--- src/sv/atr_pkg.sv ---
package atr_pkg;

  localparam int unsigned VALUE_W         = 32;
  localparam int unsigned POS_W           = 6;
  localparam int unsigned RANK_W          = 8;
  localparam int unsigned MAX_SAMPLES_DEF = 64;
  localparam int unsigned QUEUE_DEPTH     = 2;

  // Classified request as it travels from front to back.
  typedef struct packed {
    logic signed [VALUE_W-1:0] value;
    logic                      miss;
    logic                      store;    // goes into a cell
    logic                      close;    // last request of the set
    logic                      dropped;  // set lost a sample (valid with close)
  } entry_t;

  typedef enum logic [1:0] {
    ST_LOAD = 2'b01,
    ST_EMIT = 2'b10
  } back_state_e;

endpackage

--- src/sv/atr_front.sv ---
module atr_front #(
  parameter int unsigned MAX_SAMPLES = atr_pkg::MAX_SAMPLES_DEF
) (
  input  logic                                clk_i,
  input  logic                                rst_ni,
  input  logic                                in_valid_i,
  output logic                                in_ready_o,
  input  logic signed [atr_pkg::VALUE_W-1:0]  sample_value_i,
  input  logic                                is_missing_i,
  input  logic                                end_of_set_i,
  input  logic                                q_full_i,
  output logic                                q_push_o,
  output atr_pkg::entry_t                     q_entry_o
);

  localparam int unsigned CNT_W = $clog2(MAX_SAMPLES + 1);

  logic [CNT_W-1:0] count_q, count_d;
  logic             drop_q, drop_d;
  logic             accept;
  logic             store;

  assign in_ready_o = !q_full_i;
  assign accept     = in_valid_i && !q_full_i;
  assign store      = count_q < CNT_W'(MAX_SAMPLES);

  assign q_push_o          = accept && (store || end_of_set_i);
  assign q_entry_o.value   = sample_value_i;
  assign q_entry_o.miss    = is_missing_i;
  assign q_entry_o.store   = store;
  assign q_entry_o.close   = end_of_set_i;
  assign q_entry_o.dropped = drop_q || !store;

  always_comb begin
    count_d = count_q;
    drop_d  = drop_q;
    if (accept) begin
      if (end_of_set_i) begin
        count_d = '0;
        drop_d  = 1'b0;
      end else if (store) begin
        count_d = count_q + CNT_W'(1);
      end else begin
        drop_d = 1'b1;
      end
    end
  end

  always_ff @(posedge clk_i or negedge rst_ni) begin
    if (!rst_ni) begin
      count_q <= '0;
      drop_q  <= 1'b0;
    end else begin
      count_q <= count_d;
      drop_q  <= drop_d;
    end
  end

endmodule

--- config.mk ---
export PLATFORM = sky130hd
export DESIGN_NAME = atr_front
export DESIGN_NICKNAME = d
export VERILOG_FILES = /design/src/sv/atr_pkg.sv /design/src/sv/atr_front.sv
export SDC_FILE = /design/constraint.sdc
export NUM_CORES = 1
export LEC_CHECK = 0
export BUFFER_PORTS_ARGS = -buffer_cell sky130_fd_sc_hd__clkbuf_2
export CORE_UTILIZATION = 34
export CTS_CLUSTER_DIAMETER = 30
export CTS_CLUSTER_SIZE = 14
export DETAILED_ROUTE_END_ITERATION = 6
export GPL_TIMING_DRIVEN = 0
export PLACE_DENSITY_LB_ADDON = 0.08
export SYNTH_ARGS = -nofsm -noshare
export SYNTH_HDL_FRONTEND = slang
export SYNTH_SLANG_ARGS = --single-unit
--- constraint.sdc ---
create_clock -name clk_i -period 1.7 [get_ports clk_i]
set_input_delay 0.255 -clock clk_i [delete_from_list [all_inputs] [get_ports clk_i]]
set_output_delay 0.255 -clock clk_i [all_outputs]
set_load 0.03 [all_outputs]
; Word-level counts from Yosys, hierarchy flattened
; Index checks and enable logic that the tools add are counted.
[word_totals]
input_bits = 38
output_inout_bits = 38
regBits = 8
wordCells = 18
[classes]
n_reduce_logical = 9
mux = 4
n_addsub = 1
order_cmp = 1
eq_ne = 1
[op_table]
columns = cell, n
row1 = $mux W7, 2
row2 = $add A7 B1 Y7 const B, 1
row3 = $lt A7 B7 Y1 const B, 1
row4 = $reduce_and A2 Y1, 2
row5 = $logic_and A1 B1 Y1, 2
row6 = $logic_not A1 Y1, 2
row7 = $logic_or A1 B1 Y1, 2
row8 = $mux W1, 2
row9 = $ne A2 B2 Y1 const B, 1
row10 = $reduce_bool A2 Y1, 1

; Depth between registers and ports, before layout
[logic_depth]
depth_word = 3
ltp_mapped = 4
mapped_depth_nobuf = 4

; Worst setup path before layout
; Ideal clock, no wire load.
[synth_timing]
path_type = flip-flop to flip-flop
startpoint = reg count_q[6]
endpoint = reg count_q[5]
setup_slack_ns = 0.296
n_path_buf = 1
arrival_ns = 1.279
synth_period_minus_slack_ns = 1.404
stages_incl_launch_ff = 5
path_cell_list = dfrtp_1 > nor2b_1 > buf_6 > nor4_1 > mux2_2
[synth_via]
elab_chain_cells = 3
[synth_lines]
columns = element, line_no
row1 = "start, declared", atr_front.sv:18  ; logic [CNT_W-1:0] count_q, count_d;
row2 = "start signal, assigned", atr_front.sv:54  ; count_q <= count_d;
row3 = $lt A7 B7 Y1, atr_front.sv:25  ; assign store = count_q < CNT_W'(MAX_SAMPLES);
row4 = $reduce_bool A2 Y1 (no line), n/a
row5 = $reduce_and A2 Y1 (no line), n/a
; No other way between the ends.
; A chain may end at the register's enable or synchronous reset.

; Final worst setup path
[layout_timing]
startpoint = reg count_q[6]
endpoint = out q_push_o
[layout_via]
elab_chain_cells = 3
[layout_lines]
columns = element, line_no
row1 = $lt A7 B7 Y1, atr_front.sv:25
row2 = $logic_or A1 B1 Y1, atr_front.sv:27  ; assign q_push_o = accept && (store || end_of_set_i);
row3 = $logic_and A1 B1 Y1, atr_front.sv:27
row4 = "end, declared", atr_front.sv:12  ; output logic q_push_o,
; No other way between the ends.

==> run metrics <==
status finished, final reports clean; Post-Route WL 1390 microns; PostCTS Resize Cnt 0; antenna viol nets, final 0; Critical Setup Path Class reg -> out; DR pass1 iterations 2; CTS tree done; vias per inst 4.26; crit path capture type primary output; top post-synthesis cells by count buf_4 (35), dfrtp_1 (8), a21oi_1 (4), nand2_1 (4); share of the synthesized area in the top cell type 36.4%; synth-to-layout area growth 38.3%; Die ar. 0.00231 sq mm; grt met1 use 15.4%; first-pass GRT wire length 1940 microns; largest stage delay on the critical path between 0.4 and 0.5 ns; peak supply drop 0.000413 V; post-layout net count 170; post-route setup TNS 0 ns; I/O Buffers 42; GR Overflow Total 0; Hold Vio Cnt, Final 0; fill count 205; Ant. Diodes 0; WL/cell 8.91 microns; hold slack 0.250 ns; dpl cell area 966 sq um; global-route met2 utilization 19.2%; Leakage roughly 0.56 nW; final cell count without fillers between 150 and 200; final setup fails 0; clk slew on worst S/H paths 0.06 ns; DR DRC count 0; Final HPWL DP 1140 microns; Clk Tree Root Cell clkbuf_4; Starting Density 36.4%; met3 Usage GRT under 10%; Critical Path RT 1.44 ns; Synth Instances 83; routability cong. 0.670; gr usage total 12.3%; Slew Viols, Final 0; area of the multi-input gates 221 sq um; global routing's busiest layer met2; min cycle time layout 1.53 ns; max_slew headroom 77.6%; maximum clock path buffer count 2; P per Cell Area 645 mW/mm^2; Seq. cell area 200 sq um; clk_skew ~0.00034 ns; ys flop type dfrtp_1; total power 0.000644 W; Die W 48.1 microns; HP Class in -> reg; clock sinks 8; pin count of the biggest net entering global routing 11; RSZ-0062 raised after global routing no; Netlist cell types 24; highest clock rate 0.652 GHz; synthesized area ~720 sq um; Mapped Nets 122; cell area after layout 998 sq um; vias in the first global route 480; Yosys reg bits 8; CP Launch Type flip-flop; CP delay by family, top flip-flops; CTS Buf Count 3; period utilization 90.3%; H-tree levels 1; Worst Path Buf+Inv 2; Crit-path slowest cell dfrtp_1; Post-synth EDFFs 0; die span in y 48.1 microns; Max-Cap Viols 0; Avg Inst Size Synth 8.70 sq um; Post-synth ARST share 100%; cell taking the most area after synthesis buf_4; top cells by area, synth buf_4 (36%), dfrtp_1 (28%), buf_6 (3.1%); Crit Path Max Fanout 8; critical-path cell list nor2b_1 -> buf_6 -> nor2_1 -> clkbuf_2; row cnt 16; sequential cell area fraction in the yosys report ~28%; critical path data arrival time between 1 and 1.5 ns; most frequent cell after synthesis buf_4; dpl cells 152; DRC violation total after the first TritonRoute iteration 3; Worst Tran Pin Value around 0.34 ns; # IOs 76; Skew-Pair Late Insertion Delay 0.25 ns; Placeable Area 0.00198 sq mm; initial antenna violation count 0; synth warn 0; routed vias 665; fraction of layout cells with a size suffix above 1 66.7%
==> worst paths after layout <==
check,to,slack [ns],from,cells past startpoint
worst max-delay path,q_push_o,0.17,count_q[6],4
worst min-delay path,count_q[0],0.25,end_of_set_i,2
max in group asynchronous,count_q[2],1.12,rst_ni,2
worst max register to register,count_q[5],0.17,count_q[6],4
worst min register to register,drop_q,0.51,drop_q,2
min in group asynchronous,count_q[0],0.39,rst_ni,2
==> logic make-up after synthesis <==
logic type,after synthesis,synth area share [%]
AO/OA/AOI/OAI,11,9.19
adder cells (fa/ha/maj),1,1.73
buffers and inverters,41,41.6
flip-flops,8,27.7
multiplexers,2,2.95
AND/OR/NAND/NOR,20,16.8
==> final cells by class <==
type	instances	share of cell area (%)
inverter	3	1.13
buffer	38	28.9
tap	27	3.38
multi-input combinational	34	22.2
clock buffer	3	2.26
sequential	8	20.1
timing repair buffer	43	22.1
==> flip-flops by register name (all words and copies together) (netlist names) <==
name	count
drop_q	1
count_q	7
==> per-layer routing <==
metal | vias up | share of wire (%)
met1 | 280 | 40
met5 | - | 0
li1 | 333 | -
met2 | 50 | 47
met4 | 0 | 0.36
met3 | 2 | 13
==> report_power, final <==
group          switching, W  internal, W  total, W  leakage [nW]
clock             0.0000685    0.0000811  0.000150        0.0138
sequential        0.0000236     0.000212  0.000235         0.109
combinational      0.000149     0.000110  0.000259         0.441
total              0.000241     0.000403  0.000644         0.564
==> cell usage in the layout, fill, tap and decap left out, drive strengths merged, types with 2 or more instances in the layout <==
| master | Yosys | routed |
|---|---|---|
| buf | 37 | 37 |
| inv | 3 | 3 |
| nor2b | 2 | 2 |
| nand2 | 4 | 4 |
| a21oi | 4 | 4 |
| or4 | 3 | 3 |
| o21ai | 2 | 2 |
| clkbuf | 1 | 46 |
| dfrtp | 8 | 8 |
| nor2 | 3 | 3 |
| nand3 | 2 | 2 |
| o31ai | 3 | 3 |
==> repair_timing <==
item	CTS	global route
setup buffers	0	0
hold buffers	1	0
hold endpoints to repair	8	0
==> stage by stage <==
step / worst slack, ns / utilization [%]
after floorplan: 0.296 / -
after global placement: 0.193 / 48.7
after detailed placement: 0.179 / 48.7
after CTS: 0.136 / 50.4
after global routing: 0.0510 / 50.4
final: 0.165 / 50.4
(Power assumes the default switching activity.)
