==> config.mk <==
export PLATFORM = sky130hd
export DESIGN_NAME = atr_queue
export DESIGN_NICKNAME = d
export VERILOG_FILES = /design/src/sv/atr_pkg.sv /design/src/sv/atr_queue.sv
export SDC_FILE = /design/constraint.sdc
export NUM_CORES = 1
export LEC_CHECK = 0
export BUFFER_PORTS_ARGS = -buffer_cell sky130_fd_sc_hd__buf_4
export CAP_MARGIN = 20
export CELL_PAD_IN_SITES_DETAIL_PLACEMENT = 0
export CELL_PAD_IN_SITES_GLOBAL_PLACEMENT = 1
export CORE_MARGIN = 2
export CORE_UTILIZATION = 46
export CTS_BUF_LIST = sky130_fd_sc_hd__clkbuf_4 sky130_fd_sc_hd__clkbuf_8
export DETAILED_ROUTE_END_ITERATION = 12
export PLACE_DENSITY_LB_ADDON = 0.1
export SYNTH_ARGS = -nofsm -noshare
export SYNTH_HDL_FRONTEND = slang
export SYNTH_SLANG_ARGS = --single-unit
export TNS_END_PERCENT = 50
==> constraint.sdc <==
create_clock -name clk_i -period 3.45 [get_ports clk_i]
set_input_delay 0.345 -clock clk_i [delete_from_list [all_inputs] [get_ports clk_i]]
set_output_delay 0.345 -clock clk_i [all_outputs]
set_load 0.005 [all_outputs]
==> src/sv/atr_pkg.sv <==
package atr_pkg;

  localparam int unsigned VALUE_W         = 32;
  localparam int unsigned POS_W           = 6;
  localparam int unsigned RANK_W          = 8;
  localparam int unsigned MAX_SAMPLES_DEF = 64;
  localparam int unsigned QUEUE_DEPTH     = 2;

  // Classified request as it travels from front to back.
  typedef struct packed {
    logic signed [VALUE_W-1:0] value;
    logic                      miss;
    logic                      store;    // goes into a cell
    logic                      close;    // last request of the set
    logic                      dropped;  // set lost a sample (valid with close)
  } entry_t;

  typedef enum logic [1:0] {
    ST_LOAD = 2'b01,
    ST_EMIT = 2'b10
  } back_state_e;

endpackage

==> src/sv/atr_queue.sv <==
module atr_queue (
  input  logic            clk_i,
  input  logic            rst_ni,
  input  logic            push_i,
  input  atr_pkg::entry_t entry_i,
  output logic            full_o,
  input  logic            pop_i,
  output logic            empty_o,
  output atr_pkg::entry_t entry_o
);

  localparam int unsigned DEPTH = atr_pkg::QUEUE_DEPTH;
  localparam int unsigned PTR_W = (DEPTH > 1) ? $clog2(DEPTH) : 1;
  localparam int unsigned CNT_W = $clog2(DEPTH + 1);

  atr_pkg::entry_t  mem_q [DEPTH];
  logic [PTR_W-1:0] wr_ptr_q, rd_ptr_q;
  logic [CNT_W-1:0] fill_q;
  logic             do_push, do_pop;

  assign full_o  = fill_q == CNT_W'(DEPTH);
  assign empty_o = fill_q == '0;
  assign entry_o = mem_q[rd_ptr_q];
  assign do_push = push_i && !full_o;
  assign do_pop  = pop_i && !empty_o;

  always_ff @(posedge clk_i or negedge rst_ni) begin
    if (!rst_ni) begin
      wr_ptr_q <= '0;
      rd_ptr_q <= '0;
      fill_q   <= '0;
    end else begin
      if (do_push) begin
        wr_ptr_q <= (wr_ptr_q == PTR_W'(DEPTH - 1)) ? '0 : wr_ptr_q + PTR_W'(1);
      end
      if (do_pop) begin
        rd_ptr_q <= (rd_ptr_q == PTR_W'(DEPTH - 1)) ? '0 : rd_ptr_q + PTR_W'(1);
      end
      if (do_push && !do_pop) begin
        fill_q <= fill_q + CNT_W'(1);
      end else if (do_pop && !do_push) begin
        fill_q <= fill_q - CNT_W'(1);
      end
    end
  end

  always_ff @(posedge clk_i) begin
    if (do_push) begin
      mem_q[wr_ptr_q] <= entry_i;
    end
  end

endmodule

* Yosys cells after proc, flatten, opt, wreduce, memory -nomap -nowiden
Memory sizes are Yosys's and may differ from the RTL's.
Index checks and enable logic that the tools add are counted.
** Word-level totals
- Memories kept :: 1
- Bits in registers :: 4
- Word-level logic and storage cells :: 25
- Bits in writable memories :: 72
- Output and inout port bits :: 38
- Input bits :: 40
** Operators by class
- Reductions and logical operators :: 10
- Equality and inequality tests :: 1
- Multiplexer cells :: 6
- Add/sub/neg operators :: 4
** Memory list
- mem_q :: depth 2, bits a word 36, read ports 1, clocked after Yosys merged registers in 0, wr ports 1, RTL line atr_queue.sv:16 : atr_pkg::entry_t mem_q [DEPTH];
** Operators with widths (number)
- 1-bit logical AND :: 4
- 1-bit logical NOT :: 4
- 1-bit 2-to-1 mux :: 4
- 2-bit 2-to-1 mux :: 2
- 1-bit adder, second input constant :: 2
- 2-bit by 1-bit adder with 2-bit output, second input constant :: 1
- 2-bit equality test, second input constant :: 1
- 2-bit logical NOT :: 1
- 2-bit nonzero test :: 1
- 2-bit by 1-bit subtractor with 2-bit output, second input constant :: 1

* Logic depth before layout (Yosys ltp)
Gate-level depths: netlist of run 1.
- Word-level depth :: 7
- Gate-level depth with buffers :: 7
- Gate-level depth less buffers :: 7

* Worst setup path before layout of run 1
No wires, ideal clock.
- Path kind :: register -> register
- Start :: reg fill_q[0]
- End :: mem mem_q[0][0] (netlist name), enable pin
- Required time :: 3.021 ns
- Stages on the path, launching flop included :: 4
- Buffers on the path :: 0
- Path slack :: 0.852 ns
- Library setup time :: 0.429 ns
- Arrival :: 2.169 ns
- Cell sequence :: dfrtp_1 -> nand2b_1 -> nand2_1 -> nor2_1
** On the way
- Cells in the longest elaborated chain, start to end :: 5
** Ends and longest elaborated chain
- start, declared :: RTL line atr_queue.sv:18 : logic [CNT_W-1:0] fill_q;
- start signal, assigned :: RTL line atr_queue.sv:40 : fill_q <= fill_q + CNT_W'(1);
- start signal, assigned :: RTL line atr_queue.sv:42 : fill_q <= fill_q - CNT_W'(1);
- 2-bit equality test :: RTL line atr_queue.sv:21 : assign full_o = fill_q == CNT_W'(DEPTH);
- 1-bit logical NOT :: RTL line atr_queue.sv:24 : assign do_push = push_i && !full_o;
- 1-bit logical AND :: RTL line atr_queue.sv:24
- 1-bit 2-to-1 mux :: RTL line atr_queue.sv:48 : if (do_push) begin
- 1-bit 2-to-1 mux (not written as such) :: RTL line atr_queue.sv:49 : mem_q[wr_ptr_q] <= entry_i;
- end, declared :: RTL line atr_queue.sv:16
No other way between the ends.

==> results.py, run 1 <==
metrics = {
    "cells_and_area": {
        "final_cell_mix": "buf_4, edfxtp_1, mux2_4",
        "num-nets-final": 258,
        "areaGrowthSynthToFinish_pct": 27.8,
        "antenna_cells": 0,
        "final_common_cell": "buf_4",
        "drive_gt1_share_pct": 58.6,
    },
    "logic_synthesis": {
        "synth.area.mux_share_pct": 17.5,
        "ys.warnings.count": 0,
        "synth_cell_types": 15,
        "yosys_register_bits": 76,
        "syn_area_um2": 2940,
        "synth_xor_area_share_pct": 1.49,
        "synthSimpleGateAreaFrac_pct": 0.935,
        "synth_top_family_by_area": "multiplexers",
        "synthCells": 131,
        "avgSynthCellArea_um2": 22.5,
        "synth_compound_area_share_pct": 0.170,
        "synthAdderAreaFrac_pct": 0.425,
        "syn_nets": 172,
        "seq_area_frac_synth_pct": 76.8,
    },
    "global_routing": {
        "first_global_vias": 1562,
        "overflow": 0,
        "grt_pass1_wl_um": 7220,
        "antenna_found_initial": 0,
        "grt_max_degree": 37,
        "track_usage_pct": 13.8,
    },
    "worst_hold_path": {
        "holdPathStages": 1,
        "hold_end": "mem_q[0][16]",
        "hold_path.class": "input pin to flop",
        "worstHoldStart": "entry_i[16]",
    },
    "timing": {
        "setup_viol": 0,
        "finalClockSkew_ns": 0.00964,
        "rsz0062_at_grt": "false",
        "finalMaxSlewViolations": 0,
        "max_slew_margin_pct": 29.0,
        "finalCritPeriodShare_pct": 69.8,
        "finalHoldViolCount": 0,
        "fin_setup_tns_ns": 0,
        "period_minus_slack_ns": 2.41,
        "fmax_mhz": 416,
        "worstMarginPinSlew_ns": 1.06,
    },
    "pwr": {
        "powerDensity_nw_per_um2": 797,
        "power_uw": 3000,
        "total_leakage_power_uw": 0.00151,
        "irDropWorstVdd_mv": 0.871,
    },
    "drt": {
        "drc": 0,
        "viasPerCell": 4.82,
        "drt-initial-drc-count": 68,
        "antenna_left": 0,
        "wirelength_um": 4640,
        "vias": 1440,
        "wl_per_cell_um": 15.5,
        "firstDrtPassIters": 4,
    },
    "critical_path": {
        "crit_chain": "buf_4 -> mux2_4 -> buf_4",
        "cp-end-kind": "output pin",
        "reg2reg_from": "fill_q[0]",
        "cpPeakStageDelay_ns": 0.90,
        "r2r_cells": 3,
        "cp.arrival_ns": 2.06,
        "critPathMaxFanout": 28,
        "cp_slowest_cell": "dfrtp_2",
        "start_kind": "flop",
        "timing.reg2reg.setup_slack_ns": 1.48,
        "r2r-end": "mem_q[0][35]",
        "crit_top_cell": "buf_4",
        "cp_data_required_time_ns": 3.11,
        "path_class": "flop to output pin",
    },
    "die": {
        "die_x_um": 84,
        "die_h_um": 84,
        "core.rowCount": 29,
        "initial_core_util_pct": 46.9,
        "io_pins": 78,
        "coreArea_um2": 6280,
        "dieArea_um2": 7060,
    },
    "cts": {
        "clock-root-buffer": "clkbuf_8",
        "cts_max_path_buffers": 2,
        "cts_tree": "yes",
        "cts_made_buffers": 9,
        "cts_resized": 0,
        "clkSinkCount": 76,
        "insertion_delay_ns": 0.33,
        "htree_num_levels": 3,
        "cts.clk_slew.worst_paths_ns": 0.08,
    },
    "placed_design": {
        "io_buffers": 77,
        "gp_congestion": 0.687,
    },
    "run_status": {
        "status": "finished clean",
    },
    "flow_run": {
        "cap_violations": 0,
    },
}
power breakdown:
| group | leakage [µW] | internal [µW] | switching (µW) |
|---|---|---|---|
| combinational | 0.000702 | 605 | 348 |
| sequential | 0.000714 | 1270 | 148 |
| clock | 0.0000962 | 335 | 294 |
| total | 0.00151 | 2210 | 790 |
metal layers:
| layer | part of all wire [%] | vias up | global-route usage (%) |
|---|---|---|---|
| li1 | - | 681 | - |
| met1 | 39 | 699 | 15.5 |
| met2 | 53 | 49 | 23.3 |
| met3 | 6.3 | 11 | 4.35 |
| met4 | 2.3 | 0 | 7.92 |
| met5 | 0 | - | 0 |
critical path: cells and delay by family, from the launching register on:
kind | cells | cell delay, ns
flops | 1 | 0.90
mux | 1 | 0.32
buf+inv | 2 | 0.49
cells in the mapped netlist (all sizes together):
master	instances	area, µm²
and3	1	6.26
buf	4	71.3
dfrtp	4	100
edfxtp	72	2160
ha	1	12.5
inv	2	7.51
mux2	36	514
nand2	1	3.75
nand2b	1	6.26
nor2	3	11.3
o21ai	1	5.00
xnor2	3	26.3
xor2	2	17.5
stage by stage:
step	std cells	worst slack [ns]	util, %	area, µm²	hold WS (ns)
global placement	282	1.43	56.8	3560	0.141
CTS	299	0.986	59.9	3760	0.177
floorplan	131	0.852	-	2940	0.0494
detailed placement	282	1.36	56.8	3560	0.145
finish	299	1.04	59.9	3760	0.190
global route	299	0.928	59.9	3760	0.171
area by class of cell:
class / count / area, µm²
clock inverter: 6 / 55.1
sequential: 76 / 2260
inverter: 2 / 7.51
multi-input combinational: 49 / 612
tap: 77 / 96.3
fill: 484 / 2520
clock buffer: 10 / 131
timing repair buffer: 79 / 596
flip-flops by register name (all words and copies together) (netlist names):
register	cells
fill_q	2
wr_ptr_q	1
mem_q	72
rd_ptr_q	1
repair_timing:
| item | 4_1_cts | 5_1_grt |
|---|---|---|
| setup buffers | 0 | 0 |
| endpoints found under the hold margin | 4 | 0 |
| hold buffers | 1 | 0 |
kinds of logic after synthesis:
group / count (synthesis)
and+or+nand+nor: 6
muxes: 36
adders and majority gates: 1
buffers and inverters: 6
AOI/OAI and AO/OA: 1
DFF: 76
xor gates and xnor gates: 5
worst max-delay path by stage:
| stage | from | end | cells past startpoint | slack, ns |
|---|---|---|---|---|
| after floorplan | fill_q[0] | mem_q[0][0] | 3 | 0.85 |
| after detailed placement | rd_ptr_q | entry_o[28] | 3 | 1.36 |
| after CTS | rd_ptr_q | entry_o[28] | 3 | 0.99 |
| after global routing | rd_ptr_q | entry_o[28] | 3 | 0.93 |
| final | rd_ptr_q | entry_o[28] | 3 | 1.04 |
| after global placement | rd_ptr_q | entry_o[25] | 3 | 1.43 |
(Power assumes the default switching activity.)
==> run 2, diff against run 1 <==
--- a/config.mk
+++ b/config.mk
@@ -10,7 +10,7 @@
 export CELL_PAD_IN_SITES_DETAIL_PLACEMENT = 0
 export CELL_PAD_IN_SITES_GLOBAL_PLACEMENT = 1
 export CORE_MARGIN = 2
-export CORE_UTILIZATION = 46
+export CORE_UTILIZATION = 41
 export CTS_BUF_LIST = sky130_fd_sc_hd__clkbuf_4 sky130_fd_sc_hd__clkbuf_8
 export DETAILED_ROUTE_END_ITERATION = 12
 export PLACE_DENSITY_LB_ADDON = 0.1
==> constraint.sdc (replaced) <==
create_clock -name clk_i -period 2 [get_ports clk_i]
set_input_delay 0.2 -clock clk_i [delete_from_list [all_inputs] [get_ports clk_i]]
set_output_delay 0.2 -clock clk_i [all_outputs]
set_load 0.005 [all_outputs]
==> run 2 against run 1 <==
Register-to-register slack worse by 1.1 ns. Combinational power up 94%. Power up 80%. First-iteration DRC count down 15%. Clock-buffer cell count down 1. Highest routed layer unchanged.
==> results.py, run 2 (synthesized netlist as in run 1, its figures left out) <==
metrics = {
    "die": {
        "initial_core_util_pct": 42.9,
        "io_pins": 78,
        "coreArea_um2": 6870,
        "die_h_um": 88.7,
        "core.rowCount": 30,
        "dieArea_um2": 7870,
        "die_x_um": 88.7,
    },
    "timing": {
        "rsz0062_at_grt": "false",
        "finalMaxSlewViolations": 0,
        "finalClockSkew_ns": 0.00590,
        "final.setup.worst_slack_ns": 0.198,
        "fmax_mhz": 555,
        "max_slew_margin_pct": 77.9,
        "setup_viol": 0,
        "fin_setup_tns_ns": 0,
        "finalCritPeriodShare_pct": 90.1,
        "worstMarginPinSlew_ns": 0.332,
        "finalHoldViolCount": 0,
        "period_minus_slack_ns": 1.80,
    },
    "critical_path": {
        "cp-end-kind": "output pin",
        "crit_chain": "buf_12 -> mux2_2 -> buf_4",
        "cp_num_cells": 3,
        "cp-startpoint": "rd_ptr_q",
        "crit_family": "flip-flops",
        "critical_path_buf_inv_count": 2,
        "cp-endpoint": "entry_o[27]",
        "cpPeakStageDelay_ns": 0.57,
        "reg2reg_from": "fill_q[0]",
        "cp_data_required_time_ns": 1.80,
        "path_class": "flop to output pin",
        "timing.reg2reg.setup_slack_ns": 0.43,
        "cp.arrival_ns": 1.60,
        "r2r-end": "fill_q[1]",
        "r2r_cells": 6,
        "cp_slowest_cell": "dfrtp_2",
        "start_kind": "flop",
        "critPathMaxFanout": 16,
    },
    "cells_and_area": {
        "antenna_cells": 0,
        "fillers": 569,
        "largest_reg_flops": 72,
        "regMostFlops": "mem_q",
        "final_common_cell": "buf_4",
        "num-nets-final": 263,
        "final_cell_mix": "buf_4, edfxtp_1, mux2_4",
        "stdcell_count": 323,
        "areaGrowthSynthToFinish_pct": 31.7,
        "drive_gt1_share_pct": 60.8,
        "regArea_um2": 2260,
        "multiInputGateArea_um2": 612,
        "design_area_um2": 3880,
        "final_core_util_pct": 56.4,
        "top_regs": "mem_q: 72 flops, fill_q: 2 flops",
    },
    "drt": {
        "wl_per_cell_um": 14.8,
        "drc": 0,
        "antenna_left": 0,
        "firstDrtPassIters": 3,
        "drt-initial-drc-count": 58,
        "wirelength_um": 4790,
        "vias": 1464,
        "viasPerCell": 4.53,
    },
    "cts": {
        "insertion_delay_ns": 0.32,
        "cts_made_buffers": 9,
        "cts.clk_slew.worst_paths_ns": 0.07,
        "htree_num_levels": 3,
        "post_cts_buffers": 0,
        "clkSinkCount": 76,
        "cts_tree": "yes",
        "cts_max_path_buffers": 2,
        "clock-root-buffer": "clkbuf_8",
        "cts_resized": 0,
        "cts_hold_buf": 1,
    },
    "placed_design": {
        "dpl_worst_slack_ns": 0.425,
        "dp_hpwl_um": 3430,
        "gp_congestion": 0.657,
        "io_buffers": 77,
        "dpl.cell_count": 306,
        "placed_area_um2": 3650,
    },
    "pwr": {
        "p_sw_share_pct": 25.9,
        "power.clock.fraction_pct": 22.4,
        "power.switching_uw": 1400,
        "total_leakage_power_uw": 0.00156,
        "irDropWorstVdd_mv": 0.857,
        "p_int_uw": 4010,
        "powerDensity_nw_per_um2": 1400,
        "seqPwrFrac_pct": 43.5,
        "combinationalPowerShare_pct": 34.1,
    },
    "worst_hold_path": {
        "hold_path.class": "input pin to flop",
    },
    "global_routing": {
        "overflow": 0,
        "antenna_found_initial": 0,
        "track_usage_pct": 12.9,
        "grt_max_degree": 23,
        "first_global_vias": 1582,
        "grt_pass1_wl_um": 7420,
    },
    "flow_run": {
        "cap_violations": 0,
    },
    "run_status": {
        "status": "finished clean",
    },
}
run 2: changes by cell type in the layout (fill, tap and decap cells not counted):
cell | before | now
clkinv_2 | 1 | 3
clkbuf_4 | 1 | 0
bufinv_16 | 1 | 2
buf_12 | 0 | 2
buf_4 | 78 | 81
clkinvlp_4 | 0 | 1
clkinv_1 | 3 | 0
run 2: worst min-delay path by stage:
| stage | start | to | slack [ns] | cells after the start |
|---|---|---|---|---|
| global route | entry_i[1] | mem_q[0][1] | 0.03 | 1 |
| CTS | entry_i[17] | mem_q[0][17] | 0.04 | 1 |
| floorplan | rst_ni | fill_q[0] | -0.1 | 0 |
| detailed placement | rst_ni | fill_q[0] | 0.0004 | 1 |
| global placement | rst_ni | fill_q[0] | -0.003 | 1 |
| finish | entry_i[8] | mem_q[0][8] | 0.05 | 1 |
run 2: cell type report:
type	count	share of cell area [%]
sequential	76	58.4
timing repair buffer	84	17.0
multi-input combinational	49	15.8
clock buffer	9	3.20
tap	96	3.10
clock inverter	7	2.36
inverter	2	0.194
run 2: layer usage:
metal,GRT usage [%],vias up,share of wire [%],routed length [µm]
met1,13.6,723,37,1770
li1,-,688,-,-
met3,4.01,6,6.2,296
met4,6.34,0,1.1,55
met2,23.3,47,56,2670
met5,0,-,0,0
run 2: power by group through the flow:
stage | Clock (µW) | Combinational (µW) | Sequential (µW)
after floorplan | 0 | 1200 | 2310
after global placement | 0 | 1850 | 2370
after detailed placement | 0 | 1890 | 2390
after CTS | 1260 | 1890 | 2360
after global routing | 1330 | 1990 | 2390
final | 1210 | 1850 | 2350
run 2: per-stage QoR:
step,hold WS [ns],total power (µW)
finish,0.0546,5410
global route,0.0282,5700
CTS,0.0352,5510
detailed placement,0.000352,4280
global placement,-0.00253,4220
floorplan,-0.0956,3510
run 2: worst reg2reg max path: stages (launching register included):
cell      delay (ns)
dfrtp_1         0.44
nand2b_1        0.20
nand2_1         0.18
inv_1           0.07
ha_1            0.32
nor2_1          0.13
xor2_1          0.15
